<file path="src/int8_softmax_core_macros.svh">
// Assertion macros for the softmax core.
`ifndef INT8_SOFTMAX_CORE_MACROS_SVH
`define INT8_SOFTMAX_CORE_MACROS_SVH
`ifndef SYNTHESIS
`define SMX_ASSERT_IMPL(label, clk, rst, ante, cons) \
  label: assert property (@(posedge clk) disable iff (rst) (ante) |-> (cons)) \
    else $error("softmax assertion failed");
`define SMX_ASSERT_NEXT(label, clk, rst, ante, cons) \
  label: assert property (@(posedge clk) disable iff (rst) (ante) |=> (cons)) \
    else $error("softmax assertion failed");
`else
`define SMX_ASSERT_IMPL(label, clk, rst, ante, cons)
`define SMX_ASSERT_NEXT(label, clk, rst, ante, cons)
`endif
`endif

</file>
<file path="src/smx_pkg.sv">
// ----------------------------------------------------------------------------
// smx_pkg
// Shared constants, types and the 2^-x table of the softmax core.
// ----------------------------------------------------------------------------
package smx_pkg;
  localparam int MAX_LEN_DEF = 64;
  localparam logic [16:0] LOG2E_Q16 = 17'd94548;
  localparam logic [4:0] FIX_RESET = 5'sd4;

  // Queue entry from the front end: one logit and its end-of-vector flag.
  typedef struct packed {
    logic [7:0] logit;
    logic       last;
  } smx_item_t;

  function automatic logic [15:0] pow2_tab(input logic [4:0] i);
    logic [15:0] v;
    case (i)
      5'd0: v = 16'd32768;  5'd1: v = 16'd32066;  5'd2: v = 16'd31379;
      5'd3: v = 16'd30706;  5'd4: v = 16'd30048;  5'd5: v = 16'd29405;
      5'd6: v = 16'd28774;  5'd7: v = 16'd28158;  5'd8: v = 16'd27554;
      5'd9: v = 16'd26964;  5'd10: v = 16'd26386; 5'd11: v = 16'd25821;
      5'd12: v = 16'd25268; 5'd13: v = 16'd24726; 5'd14: v = 16'd24196;
      5'd15: v = 16'd23678; 5'd16: v = 16'd23170; 5'd17: v = 16'd22674;
      5'd18: v = 16'd22188; 5'd19: v = 16'd21713; 5'd20: v = 16'd21247;
      5'd21: v = 16'd20792; 5'd22: v = 16'd20347; 5'd23: v = 16'd19911;
      5'd24: v = 16'd19484; 5'd25: v = 16'd19067; 5'd26: v = 16'd18658;
      5'd27: v = 16'd18258; 5'd28: v = 16'd17866; 5'd29: v = 16'd17483;
      5'd30: v = 16'd17109; default: v = 16'd16742;
    endcase
    return v;
  endfunction
endpackage

</file>
<file path="src/int8_softmax_core.sv">
// ----------------------------------------------------------------------------
// int8_softmax_core
// Loading pops logits from the FIFO until the last one; then an exp pass
// (RAM read, exp) and a normalization pass (RAM read, divider start, serial
// divider of 39 steps, output) per element. Output is one element at a time.
// Reset (synchronous) empties the FIFO, clears count, max and sum.
// ----------------------------------------------------------------------------
`include "int8_softmax_core_macros.svh"
module int8_softmax_core #(
  parameter int MAX_LEN = smx_pkg::MAX_LEN_DEF
) (
  input  logic        clk,
  input  logic        rst,
  input  logic        cfg_we,
  input  logic [4:0]  cfg_wdata,
  input  logic        s_axis_tvalid,
  output logic        s_axis_tready,
  input  logic [7:0]  s_axis_tdata,   // logit
  input  logic        s_axis_tlast,
  output logic        m_axis_tvalid,
  input  logic        m_axis_tready,
  output logic [23:0] m_axis_tdata,   // element_index[5:0], probability[21:6], zeros
  output logic        m_axis_tlast
);
  logic [4:0]         fix_position;
  logic               q_valid, q_pop, busy;
  smx_pkg::smx_item_t q_item;
  logic [5:0]         idx;
  logic [15:0]        prob;

  always_ff @(posedge clk) begin
    if (rst) begin
      fix_position <= smx_pkg::FIX_RESET;
    end else if (cfg_we) begin
      fix_position <= cfg_wdata;
    end
  end

  smx_front u_front (
    .clk(clk), .rst(rst), .s_tvalid(s_axis_tvalid), .s_tready(s_axis_tready),
    .s_logit(s_axis_tdata), .s_last(s_axis_tlast),
    .q_valid(q_valid), .q_pop(q_pop), .q_item(q_item));

  smx_back #(.MAX_LEN(MAX_LEN)) u_back (
    .clk(clk), .rst(rst), .fix_position(fix_position),
    .q_valid(q_valid), .q_pop(q_pop), .q_item(q_item),
    .m_tvalid(m_axis_tvalid), .m_tready(m_axis_tready),
    .m_index(idx), .m_prob(prob), .m_last(m_axis_tlast), .busy(busy));

  assign m_axis_tdata = {2'b00, prob, idx};

  `SMX_ASSERT_IMPL(a_pop_valid, clk, rst, q_pop, q_valid)
  `SMX_ASSERT_NEXT(a_out_hold, clk, rst, m_axis_tvalid && !m_axis_tready, m_axis_tvalid)
  `SMX_ASSERT_IMPL(a_busy_out, clk, rst, m_axis_tvalid, busy)
endmodule

</file>
<file path="src/smx_ram.sv">
// ----------------------------------------------------------------------------
// smx_ram
// Generic single-write, single-read RAM with registered read data.
// ----------------------------------------------------------------------------
module smx_ram #(
  parameter int WIDTH = 8,
  parameter int DEPTH = 64
) (
  input  logic                     clk,
  input  logic                     we,
  input  logic [$clog2(DEPTH)-1:0] waddr,
  input  logic [WIDTH-1:0]         wdata,
  input  logic [$clog2(DEPTH)-1:0] raddr,
  output logic [WIDTH-1:0]         rdata
);
  logic [WIDTH-1:0] mem [DEPTH];

  always_ff @(posedge clk) begin
    if (we) begin
      mem[waddr] <= wdata;
    end
    rdata <= mem[raddr];
  end
endmodule

</file>
<file path="src/smx_front.sv">
// ----------------------------------------------------------------------------
// smx_front
// Input side: accepts logits and pushes them into a small FIFO.
// ----------------------------------------------------------------------------
module smx_front (
  input  logic               clk,
  input  logic               rst,
  input  logic               s_tvalid,
  output logic               s_tready,
  input  logic [7:0]         s_logit,
  input  logic               s_last,
  output logic               q_valid,
  input  logic               q_pop,
  output smx_pkg::smx_item_t q_item
);
  smx_pkg::smx_item_t fifo [4];
  logic [1:0] wptr;
  logic [1:0] rptr;
  logic [2:0] count;
  logic       push;

  assign s_tready = (count != 3'd4);
  assign push     = s_tvalid && s_tready;
  assign q_valid  = (count != 3'd0);
  assign q_item   = fifo[rptr];

  always_ff @(posedge clk) begin
    if (push) begin
      fifo[wptr] <= '{logit: s_logit, last: s_last};
    end
    if (rst) begin
      wptr  <= '0;
      rptr  <= '0;
      count <= '0;
    end else begin
      if (push) begin
        wptr <= wptr + 2'd1;
      end
      if (q_pop) begin
        rptr <= rptr + 2'd1;
      end
      count <= count + {2'd0, push} - {2'd0, q_pop};
    end
  end
endmodule

</file>
<file path="src/smx_div.sv">
// ----------------------------------------------------------------------------
// smx_div
// Restoring divider, one quotient bit per cycle, 39-bit dividend.
// ----------------------------------------------------------------------------
module smx_div (
  input  logic        clk,
  input  logic        rst,
  input  logic        start,
  input  logic [38:0] dividend,
  input  logic [22:0] divisor,
  output logic        done,
  output logic [38:0] quotient
);
  logic [23:0] rem;
  logic [38:0] quo;
  logic [22:0] dsr;
  logic [5:0]  cnt;
  logic        busy;
  logic [23:0] trial;

  assign trial    = {rem[22:0], quo[38]};
  assign quotient = quo;

  always_ff @(posedge clk) begin
    if (rst) begin
      busy <= 1'b0;
      done <= 1'b0;
    end else begin
      done <= 1'b0;
      if (start) begin
        busy <= 1'b1;
        cnt  <= 6'd39;
        rem  <= '0;
        quo  <= dividend;
        dsr  <= divisor;
      end else if (busy) begin
        if (trial >= {1'b0, dsr}) begin
          rem <= trial - {1'b0, dsr};
          quo <= {quo[37:0], 1'b1};
        end else begin
          rem <= trial;
          quo <= {quo[37:0], 1'b0};
        end
        cnt <= cnt - 6'd1;
        if (cnt == 6'd1) begin
          busy <= 1'b0;
          done <= 1'b1;
        end
      end
    end
  end
endmodule

</file>
<file path="src/smx_back.sv">
// ----------------------------------------------------------------------------
// smx_back
// Loads the vector, then runs the exponential and normalization passes.
// ----------------------------------------------------------------------------
module smx_back #(
  parameter int MAX_LEN = smx_pkg::MAX_LEN_DEF
) (
  input  logic               clk,
  input  logic               rst,
  input  logic [4:0]         fix_position,
  input  logic               q_valid,
  output logic               q_pop,
  input  smx_pkg::smx_item_t q_item,
  output logic               m_tvalid,
  input  logic               m_tready,
  output logic [5:0]         m_index,
  output logic [15:0]        m_prob,
  output logic               m_last,
  output logic               busy
);
  localparam int AW = $clog2(MAX_LEN);
  localparam int CW = $clog2(MAX_LEN + 1);
  localparam logic [2:0] ST_LOAD = 3'd0, ST_ERD = 3'd1, ST_EXP = 3'd2,
                         ST_NRD = 3'd3, ST_DIV = 3'd4, ST_OUT = 3'd5, ST_DWT = 3'd6;

  logic [2:0]       state;
  logic [CW-1:0]    count;
  logic [CW-1:0]    idx;
  logic signed [7:0] rmax;
  logic [22:0]      sum;
  logic [AW-1:0]    lraddr, eraddr;
  logic [7:0]       lrdata;
  logic [15:0]      erdata;
  logic             lwe, ewe;
  logic [15:0]      e_val;
  logic [7:0]       t;
  logic [24:0]      zm;
  logic [56:0]      z;
  logic signed [5:0] sh;
  logic             div_start, div_done;
  logic [38:0]      div_q;
  logic             room;

  assign room  = count < CW'(MAX_LEN);
  assign q_pop = (state == ST_LOAD) && q_valid;
  assign lwe   = q_pop && room;
  assign busy  = (state != ST_LOAD) || q_valid;

  smx_ram #(.WIDTH(8), .DEPTH(MAX_LEN)) u_lram (
    .clk(clk), .we(lwe), .waddr(count[AW-1:0]), .wdata(q_item.logit),
    .raddr(lraddr), .rdata(lrdata));
  assign lraddr = idx[AW-1:0];

  // Exponential of the distance to the maximum.
  always_comb begin
    t  = 8'(rmax - $signed(lrdata));
    zm = {17'd0, t} * {8'd0, smx_pkg::LOG2E_Q16};
    sh = $signed({fix_position[4], fix_position}) - 6'sd7;
    if (sh >= 0) begin
      z = {32'd0, zm} << sh[3:0];
    end else begin
      z = {32'd0, zm} >> (-sh);
    end
    if (t == 8'd0) begin
      e_val = 16'd32768;
    end else if (z[56:20] != '0) begin
      e_val = 16'd0;
    end else begin
      e_val = smx_pkg::pow2_tab(z[15:11]) >> z[19:16];
    end
  end

  assign ewe    = (state == ST_EXP);
  assign eraddr = idx[AW-1:0];
  smx_ram #(.WIDTH(16), .DEPTH(MAX_LEN)) u_eram (
    .clk(clk), .we(ewe), .waddr(idx[AW-1:0]), .wdata(e_val),
    .raddr(eraddr), .rdata(erdata));

  assign div_start = (state == ST_DIV);
  smx_div u_div (
    .clk(clk), .rst(rst), .start(div_start),
    .dividend({7'd0, erdata, 16'd0} + {17'd0, sum[22:1]}),
    .divisor(sum), .done(div_done), .quotient(div_q));

  always_ff @(posedge clk) begin
    if (rst) begin
      state    <= ST_LOAD;
      count    <= '0;
      idx      <= '0;
      rmax     <= -8'sd128;
      sum      <= '0;
      m_tvalid <= 1'b0;
    end else begin
      case (state)
        ST_LOAD: begin
          if (q_pop) begin
            if (lwe) begin
              count <= count + CW'(1);
              if ($signed(q_item.logit) > rmax) begin
                rmax <= $signed(q_item.logit);
              end
            end
            if (q_item.last) begin
              idx   <= '0;
              sum   <= '0;
              state <= ST_ERD;
            end
          end
        end
        ST_ERD: state <= ST_EXP;
        ST_EXP: begin
          sum <= sum + {7'd0, e_val};
          if (idx + CW'(1) == count) begin
            idx   <= '0;
            state <= ST_NRD;
          end else begin
            idx   <= idx + CW'(1);
            state <= ST_ERD;
          end
        end
        ST_NRD: state <= ST_DIV;
        ST_DIV: state <= ST_DWT;
        ST_DWT: begin
          if (div_done) begin
            m_index  <= 6'(idx);
            m_prob   <= (div_q > 39'd65535) ? 16'hFFFF : div_q[15:0];
            m_last   <= (idx + CW'(1) == count);
            m_tvalid <= 1'b1;
            state    <= ST_OUT;
          end
        end
        ST_OUT: begin
          if (m_tready) begin
            m_tvalid <= 1'b0;
            if (m_last) begin
              count <= '0;
              rmax  <= -8'sd128;
              sum   <= '0;
              state <= ST_LOAD;
            end else begin
              idx   <= idx + CW'(1);
              state <= ST_NRD;
            end
          end
        end
        default: state <= ST_LOAD;
      endcase
    end
  end
endmodule

</file>
<file path="config.mk">
export PLATFORM = sky130hd
export DESIGN_NAME = int8_softmax_core
export DESIGN_NICKNAME = d
export VERILOG_FILES = /design/src/smx_pkg.sv /design/src/int8_softmax_core.sv /design/src/smx_ram.sv /design/src/smx_front.sv /design/src/smx_div.sv /design/src/smx_back.sv
export VERILOG_INCLUDE_DIRS = /design/src /design/src/src
export SDC_FILE = /design/constraint.sdc
export NUM_CORES = 2
export LEC_CHECK = 0
export ABC_AREA = 1
export ABC_CLOCK_PERIOD_IN_PS = 10450
export BUFFER_PORTS_ARGS = -buffer_cell sky130_fd_sc_hd__buf_4
export CORE_ASPECT_RATIO = 2
export CORE_MARGIN = 4
export CORE_UTILIZATION = 25
export DETAILED_ROUTE_END_ITERATION = 16
export PLACE_DENSITY = 0.4
export SETUP_SLACK_MARGIN = 0.05
export SYNTH_ARGS = -nofsm -noshare
export SYNTH_HDL_FRONTEND = slang
export SYNTH_SLANG_ARGS = --single-unit
</file>
<file path="constraint.sdc">
create_clock -name clk -period 10.45 [get_ports clk]
set_clock_uncertainty 0.15 [all_clocks]
set_input_delay 0.5225 -clock clk [delete_from_list [all_inputs] [get_ports clk]]
set_output_delay 0.5225 -clock clk [all_outputs]
set_load 0.02 [all_outputs]
</file>
Yosys cells after proc, flatten, opt, wreduce, memory -nomap -nowiden
Memories as Yosys holds them, arrays and structs flattened. A register that Yosys moved wholly into a read port is not among the register bits.
Cells that the tools add are included.
{"block": "totals", "word_cells": 140, "memories": 4, "ff_bits": 177, "mem_bits_ro": 512, "input_bits": 19, "output_inout_bits": 27, "mem_bits_rw": 1572}
{"memory": "u_back.u_eram.mem", "depth": 64, "width": 16, "rd": 1, "rd_ports_with_merged_regs": 1, "wr": 1, "line": "smx_ram.sv:16", "source": "logic [WIDTH-1:0] mem [DEPTH];"}
{"memory": "(name not given)", "depth": 32, "width": 16, "rd": 1, "rd_ports_with_merged_regs": 0, "wr": 0, "line": "smx_pkg.sv:18", "source": "case (i)"}
{"memory": "u_back.u_lram.mem", "depth": 64, "width": 8, "rd": 1, "rd_ports_with_merged_regs": 1, "wr": 1, "line": "smx_ram.sv:16"}
{"memory": "u_front.fifo", "depth": 4, "width": 9, "rd": 1, "rd_ports_with_merged_regs": 1, "wr": 1, "line": "smx_front.sv:16", "source": "smx_pkg::smx_item_t fifo [4];"}
{"block": "op_classes", "n_lt_le_gt_ge": 5, "multipliers": 1, "shift": 3, "n_eq_ne": 17, "bitwise_logic": 2, "n_addsub": 13, "muxes": 55, "n_reduce_logical": 21}
{"op": "23-bit two-way mux", "count": 6}
{"op": "39-bit two-way mux", "count": 2}
{"op": "23-bit one-hot mux with 3 select lines", "count": 1}
{"op": "16-bit two-way mux", "count": 4}
{"op": "7-bit two-way mux", "count": 9}
{"op": "57-bit two-way mux", "count": 1}
{"op": "25-bit by 4-bit << shifter with 57-bit output", "count": 1}
{"op": "25-bit by 6-bit right shift with 57-bit output", "count": 1}
{"op": "8-bit two-way mux", "count": 5}
{"op": "39-bit by 16-bit greater-than comparator with 1-bit output (second input constant)", "count": 1}
{"op": "37-bit nonzero test", "count": 1}
{"op": "32-bit by 22-bit adder with 33-bit output", "count": 1}
{"op": "24-bit by 23-bit >= comparator with 1-bit output", "count": 1}
{"op": "23-bit by 16-bit adder with 23-bit output", "count": 1}
{"op": "8-bit by 15-bit multiplier with 23-bit output (second input constant)", "count": 1}
{"op": "23-bit subtractor", "count": 1}
{"op": "3-bit one-hot mux with 7 select lines", "count": 1}
{"op": "7-bit one-hot mux with 3 select lines", "count": 1}
{"op": "8-bit one-hot mux with 2 select lines", "count": 1}
{"op": "16-bit by 4-bit right shift with 16-bit output", "count": 1}
{"op": "5-bit AND reduction", "count": 3}
{"op": "7-bit by 1-bit adder with 7-bit output (second input constant)", "count": 2}
{"op": "7-bit one-hot mux with 2 select lines", "count": 1}
{"op": "1-bit two-way mux", "count": 13}
{"op": "33 further kinds", "count": 57}

Logic depth before layout (Yosys ltp)
{"block": "logic_depth", "depth_word": 12, "depth_mapped": 70, "ltp_nobuf": 70}

By module
A second synthesis with hierarchy kept.
{"block": "unflattened", "hier_cells": 7841, "hier_area_um2": 81231.7}
{"module": "smx_ram at u_back.u_eram", "seq_area_each_um2": 31069.8, "cells_each": 3517, "instances": 1, "area_each_um2": 42099.1}
{"module": "smx_ram at u_back.u_lram", "seq_area_each_um2": 15534.9, "cells_each": 1805, "instances": 1, "area_each_um2": 21339.2}
{"module": "smx_back", "seq_area_each_um2": 1671.6, "cells_each": 1605, "instances": 1, "area_each_um2": 10022.1}
{"module": "smx_div", "seq_area_each_um2": 2772.7, "cells_each": 736, "instances": 1, "area_each_um2": 5655.4}
{"module": "smx_front", "seq_area_each_um2": 1261.2, "cells_each": 144, "instances": 1, "area_each_um2": 1890.6}
{"module": "int8_softmax_core", "seq_area_each_um2": 100.1, "cells_each": 34, "instances": 1, "area_each_um2": 225.2}

Least setup slack after synthesis
No wires, ideal clock.
{"block": "synth_timing", "kind": "register to register", "start": "register u_back.u_lram.rdata[2], read port of u_back.u_lram.mem", "end": "register u_back.sum[22]", "required_time_ns": 10.181, "t_arrival_ns": 10.443, "slack_ns": -0.262, "path_buffers": 0, "period_less_slack_ns": 10.712, "path_stages_with_launch": 68, "setup_time_ns": 0.119, "path_cell_list": "dfxtp_1 -> inv_1 -> ha_1 -> nand2_1 -> o21ai_0 -> a21oi_1 -> o21ai_0 -> and2_1 -> nor2_1 -> o21bai_1 -> xnor2_1 -> inv_1 -> ha_1 -> fa_1 -> fa_1 -> inv_1 -> fa_1 -> inv_1 -> [... 32 more ...] -> inv_1 -> a21oi_1 -> o21ai_0 -> a21oi_1 -> inv_1 -> nand2_1 -> inv_1 -> o21ai_0 -> nand2_1 -> a21oi_1 -> o21bai_1 -> nand2_1 -> nor2_1 -> nand2_1 -> inv_1 -> nand2_1 -> o21ai_0 -> a21oi_1"}
{"block": "synth_between", "elab_chain_cells": 12, "elab_cells_between_ends": 15, "classes_between": "add/sub (2); mul (1); shift (3); mux (6); reduce/logical (2); memory (1)"}
{"element": "start, declared", "line": "smx_ram.sv:14", "source": "output logic [WIDTH-1:0] rdata"}
{"element": "8-bit subtractor (*)", "line": "smx_back.sv:56", "source": "t = 8'(rmax - $signed(lrdata));"}
{"element": "8-bit by 15-bit multiplier with 23-bit output", "line": "smx_back.sv:57", "source": "zm = {17'd0, t} * {8'd0, smx_pkg::LOG2E_Q16};"}
{"element": "25-bit by 6-bit right shift with 57-bit output or 25-bit by 4-bit << shifter with 57-bit output (tied branches)", "line": "smx_back.sv:62, smx_back.sv:60"}
{"element": "57-bit two-way mux", "line": "smx_back.sv:59", "source": "if (sh >= 0) begin"}
{"element": "memory read 32 x 16 bit"}
{"element": "16-bit two-way mux", "line": "smx_back.sv:66", "source": "end else if (z[56:20] != '0) begin"}
{"element": "16-bit two-way mux", "line": "smx_back.sv:64", "source": "if (t == 8'd0) begin"}
{"element": "16-bit by 4-bit right shift with 16-bit output", "line": "smx_back.sv:69", "source": "e_val = smx_pkg::pow2_tab(z[15:11]) >> z[19:16];"}
{"element": "16-bit two-way mux", "line": "smx_back.sv:66"}
{"element": "16-bit two-way mux (*)", "line": "smx_back.sv:64"}
{"element": "named net u_back.e_val[0]", "line": "smx_back.sv:35", "source": "logic [15:0] e_val;"}
{"element": "23-bit by 16-bit adder with 23-bit output (*)", "line": "smx_back.sv:112", "source": "sum <= sum + {7'd0, e_val};"}
{"element": "23-bit one-hot mux with 3 select lines (*)", "line": "smx_back.sv:94", "source": "case (state)"}
{"element": "end signal, assigned", "line": "smx_back.sv:112"}
{"element": "end, declared", "line": "smx_back.sv:30", "source": "logic [22:0] sum;"}
Mark *: on every way through the listed nets, which the timed path passes. The rest lies on a longest branch. The select of a mux whose other input is x is not followed.
A chain may end at the register's enable or synchronous reset.

Final worst setup path
Same ends and word-level chain as after synthesis.

==> flow_metrics.env <==
export IMPL_status="complete, no violations"
export IMPL_finalSetupTns_ns=0
export IMPL_grt_util_met3=0.0132
export IMPL_clk_pin_slew_worst_paths_ns=0.06
export IMPL_relSlewSlack=0.159
export IMPL_yosysSeqAreaShare=0.714
export IMPL_drt_wl_total_mm=250
export IMPL_clkLatencyLatePin_ns=0.85
export IMPL_layout_common_cells="1686 x edfxtp_1, 1073 x nand2_1, 332 x inv_1"
export IMPL_grt_use_met1=0.164
export IMPL_hold_viol=0
export IMPL_reg2reg_slack_ns=0.91
export IMPL_post_cts_buffers=0
export IMPL_die_x_um=391
export IMPL_grt_util_all_layers=0.161
export IMPL_slowest_delay_ns=0.59
export IMPL_vias=46200
export IMPL_drive_above_1_share=0.123
export IMPL_timing_final_crit_share=0.913
export IMPL_drtPass1Iterations=6
export IMPL_worst_path_max_fanout=9
export IMPL_core_um2=293000
export IMPL_cts_buffer_depth=4
export IMPL_wl_per_cell_um=25.7
export IMPL_synth_seq_cells=1775
export IMPL_place_gp_congestion=0.856
export IMPL_drcViolationCount=0
export IMPL_use_met2=0.328
export IMPL_grt_max_degree=86
export IMPL_syn_area_um2=73400
export IMPL_crit_path_start="u_back.u_lram.rdata[2]"
export IMPL_die_area_um2=303000
export IMPL_layout_commonest_cell="edfxtp_1"
export IMPL_cts_root_buf="clkbuf_16"
export IMPL_min_path_type="primary input to flip-flop"
export IMPL_fillers=29700
export IMPL_nets=5948
export IMPL_cts_tree="yes"
export IMPL_cts_sinks=1775
export IMPL_cts_buffers=172
export IMPL_synthArstFlopShare=0
export IMPL_hpwl_mm=165
export IMPL_grt_pass1_vias=48000
export IMPL_rows=281
export IMPL_ys_types=68
export IMPL_max_cap_violations=0
export IMPL_postLayoutCellArea_um2=85600
export IMPL_busiest_layer="met2"
export IMPL_portBuffers=43
export IMPL_finalCriticalPeriod_ns=9.54
export IMPL_start_util=0.251
export IMPL_ys_flop_type="edfxtp_1"
export IMPL_cp_start_kind="flip-flop"
export IMPL_rsz0062_at_grt="no"
export IMPL_synth_warnings=0
export IMPL_slowest_stage="fa_2"
export IMPL_placed_area_um2=79600
export IMPL_antenna_found_initial=6
export IMPL_worstPathRequired_ns=10.98
export IMPL_ff2ff_path_depth=60
export IMPL_critPathArrivalTime_ns=10.07
export IMPL_synthCells=5569
export IMPL_synth_edff_count=1686
export IMPL_grt_pass1_wl_mm=355
export IMPL_die_h_um=774
export IMPL_syn_to_final_growth_pct=16.6
export IMPL_r2r_start="u_back.u_lram.rdata[2]"
export IMPL_critPathCaptureType="flip-flop"
export IMPL_crit_path_frequent_cell="nand2_1"
export IMPL_finalSetupViolations=0
export IMPL_gr_total_overflow=0
export IMPL_antenna_left=0
export IMPL_slew_viol_final=0
export IMPL_drt_initial_drc_count=2769
export IMPL_crit_path_end="u_back.sum[22]"
export IMPL_rr_endpoint="u_back.sum[22]"
export IMPL_htreeDepth=4
export IMPL_io_pins=46
export IMPL_crit_type="flip-flop to flip-flop"
export IMPL_vias_per_cell=4.75
export IMPL_worstMarginPinSlew_ns=1.26
export IMPL_synth_avg_cell_area_um2=13.2
export IMPL_timing_fmax_mhz=105
-- state kept, by name (all words and copies together) (netlist names), 6 cells and up, named ones only --
register / cells
u_front.fifo: 36
u_back.u_lram.mem: 512
u_back.count: 7
u_back.u_lram.rdata: 8
u_back.u_div.quotient: 39
u_back.m_index: 6
u_back.u_div.rem: 23
u_back.m_prob: 16
u_back.rmax: 8
u_back.idx: 7
u_back.sum: 23
u_back.u_div.dsr: 23
u_back.u_eram.mem: 1024
u_back.u_eram.rdata: 16
u_back.u_div.cnt: 6
-- area by class of cell --
type                            count  area (um2)  share of cell area
Sequential cell                  1775       52400               0.612
Multi-Input combinational cell   3176       19300               0.226
Inverter                          363        1370              0.0160
Antenna cell                        5        12.5            0.000146
Timing Repair Buffer              272        2220              0.0260
Clock buffer                      214        4600              0.0537
Tap cell                         3820        4780              0.0558
Clock inverter                     89         891              0.0104
-- cell families after synthesis --
group	after synthesis	synth area share
xor gates and xnor gates	46	0.00574
DFF	1775	0.714
other	1	0.0000511
and+or+nand+nor	1910	0.115
adders and majority gates	169	0.0318
buffers and inverters	619	0.0328
AOI/OAI and AO/OA	1049	0.101
-- Yosys cell counts, drive strengths merged, types with 22 or more instances --
cell | n | area (um2)
xor2 | 28 | 264
a31oi | 22 | 138
nor2 | 310 | 1240
inv | 354 | 1330
clkbuf | 163 | 612
a22o | 160 | 1400
dfxtp | 89 | 1780
fa | 29 | 581
nand3 | 238 | 1290
a221oi | 182 | 1590
o21ai | 163 | 831
a21oi | 207 | 1050
edfxtp | 1686 | 50600
nor3 | 33 | 176
buf | 93 | 433
a22oi | 247 | 1850
nand4 | 195 | 1250
ha | 140 | 1750
nand2 | 1103 | 4230
-- what timing repair did --
item,CTS,global route
setup endpoints to repair,0,10
resized for setup,0,56
hold buffers,25,0
hold endpoints to repair,45,0
-- stage by stage --
stage	cells	setup WS [ns]	utilization	hold WS, ns
finish	9714	0.910	0.293	0.121
CTS	9709	0.294	0.292	0.0545
detailed placement	9381	0.344	0.272	0.307
global placement	9381	0.205	0.272	0.304
floorplan	5570	0.125	-	0.256
global route	9711	0.0389	0.293	0.104
-- critical path, delay by kind of cell, from the launching register on --
| family | cells | cell delay, ns |
|---|---|---|
| AOI/OAI and AO/OA | 13 | 1.72 |
| xor gates and xnor gates | 1 | 0.16 |
| adders and majority gates | 8 | 3.08 |
| buffers and inverters | 11 | 0.92 |
| DFF | 1 | 0.31 |
| and+or+nand+nor | 27 | 3.03 |
-- layer usage --
metal | up-vias | share of wire
li1 | 21200 | -
met1 | 23800 | 0.35
met2 | 859 | 0.58
met3 | 376 | 0.026
met4 | 0 | 0.047
met5 | - | 0
-- how the worst min path moves through the flow --
stage	end	startpoint	depth (start not counted)
after floorplan	u_back.m_index[2]	u_back.idx[2]	0
after global placement	u_front.rptr[1]	u_front.rptr[1]	2
after detailed placement	u_front.rptr[1]	u_front.rptr[1]	2
after CTS	u_front.wptr[0]	rst	5
after global routing	u_front.wptr[1]	rst	5
final	u_front.wptr[0]	rst	5
Power is not shown: default switching activity piles up to over one toggle a cycle in this logic, so the estimate is an artifact.
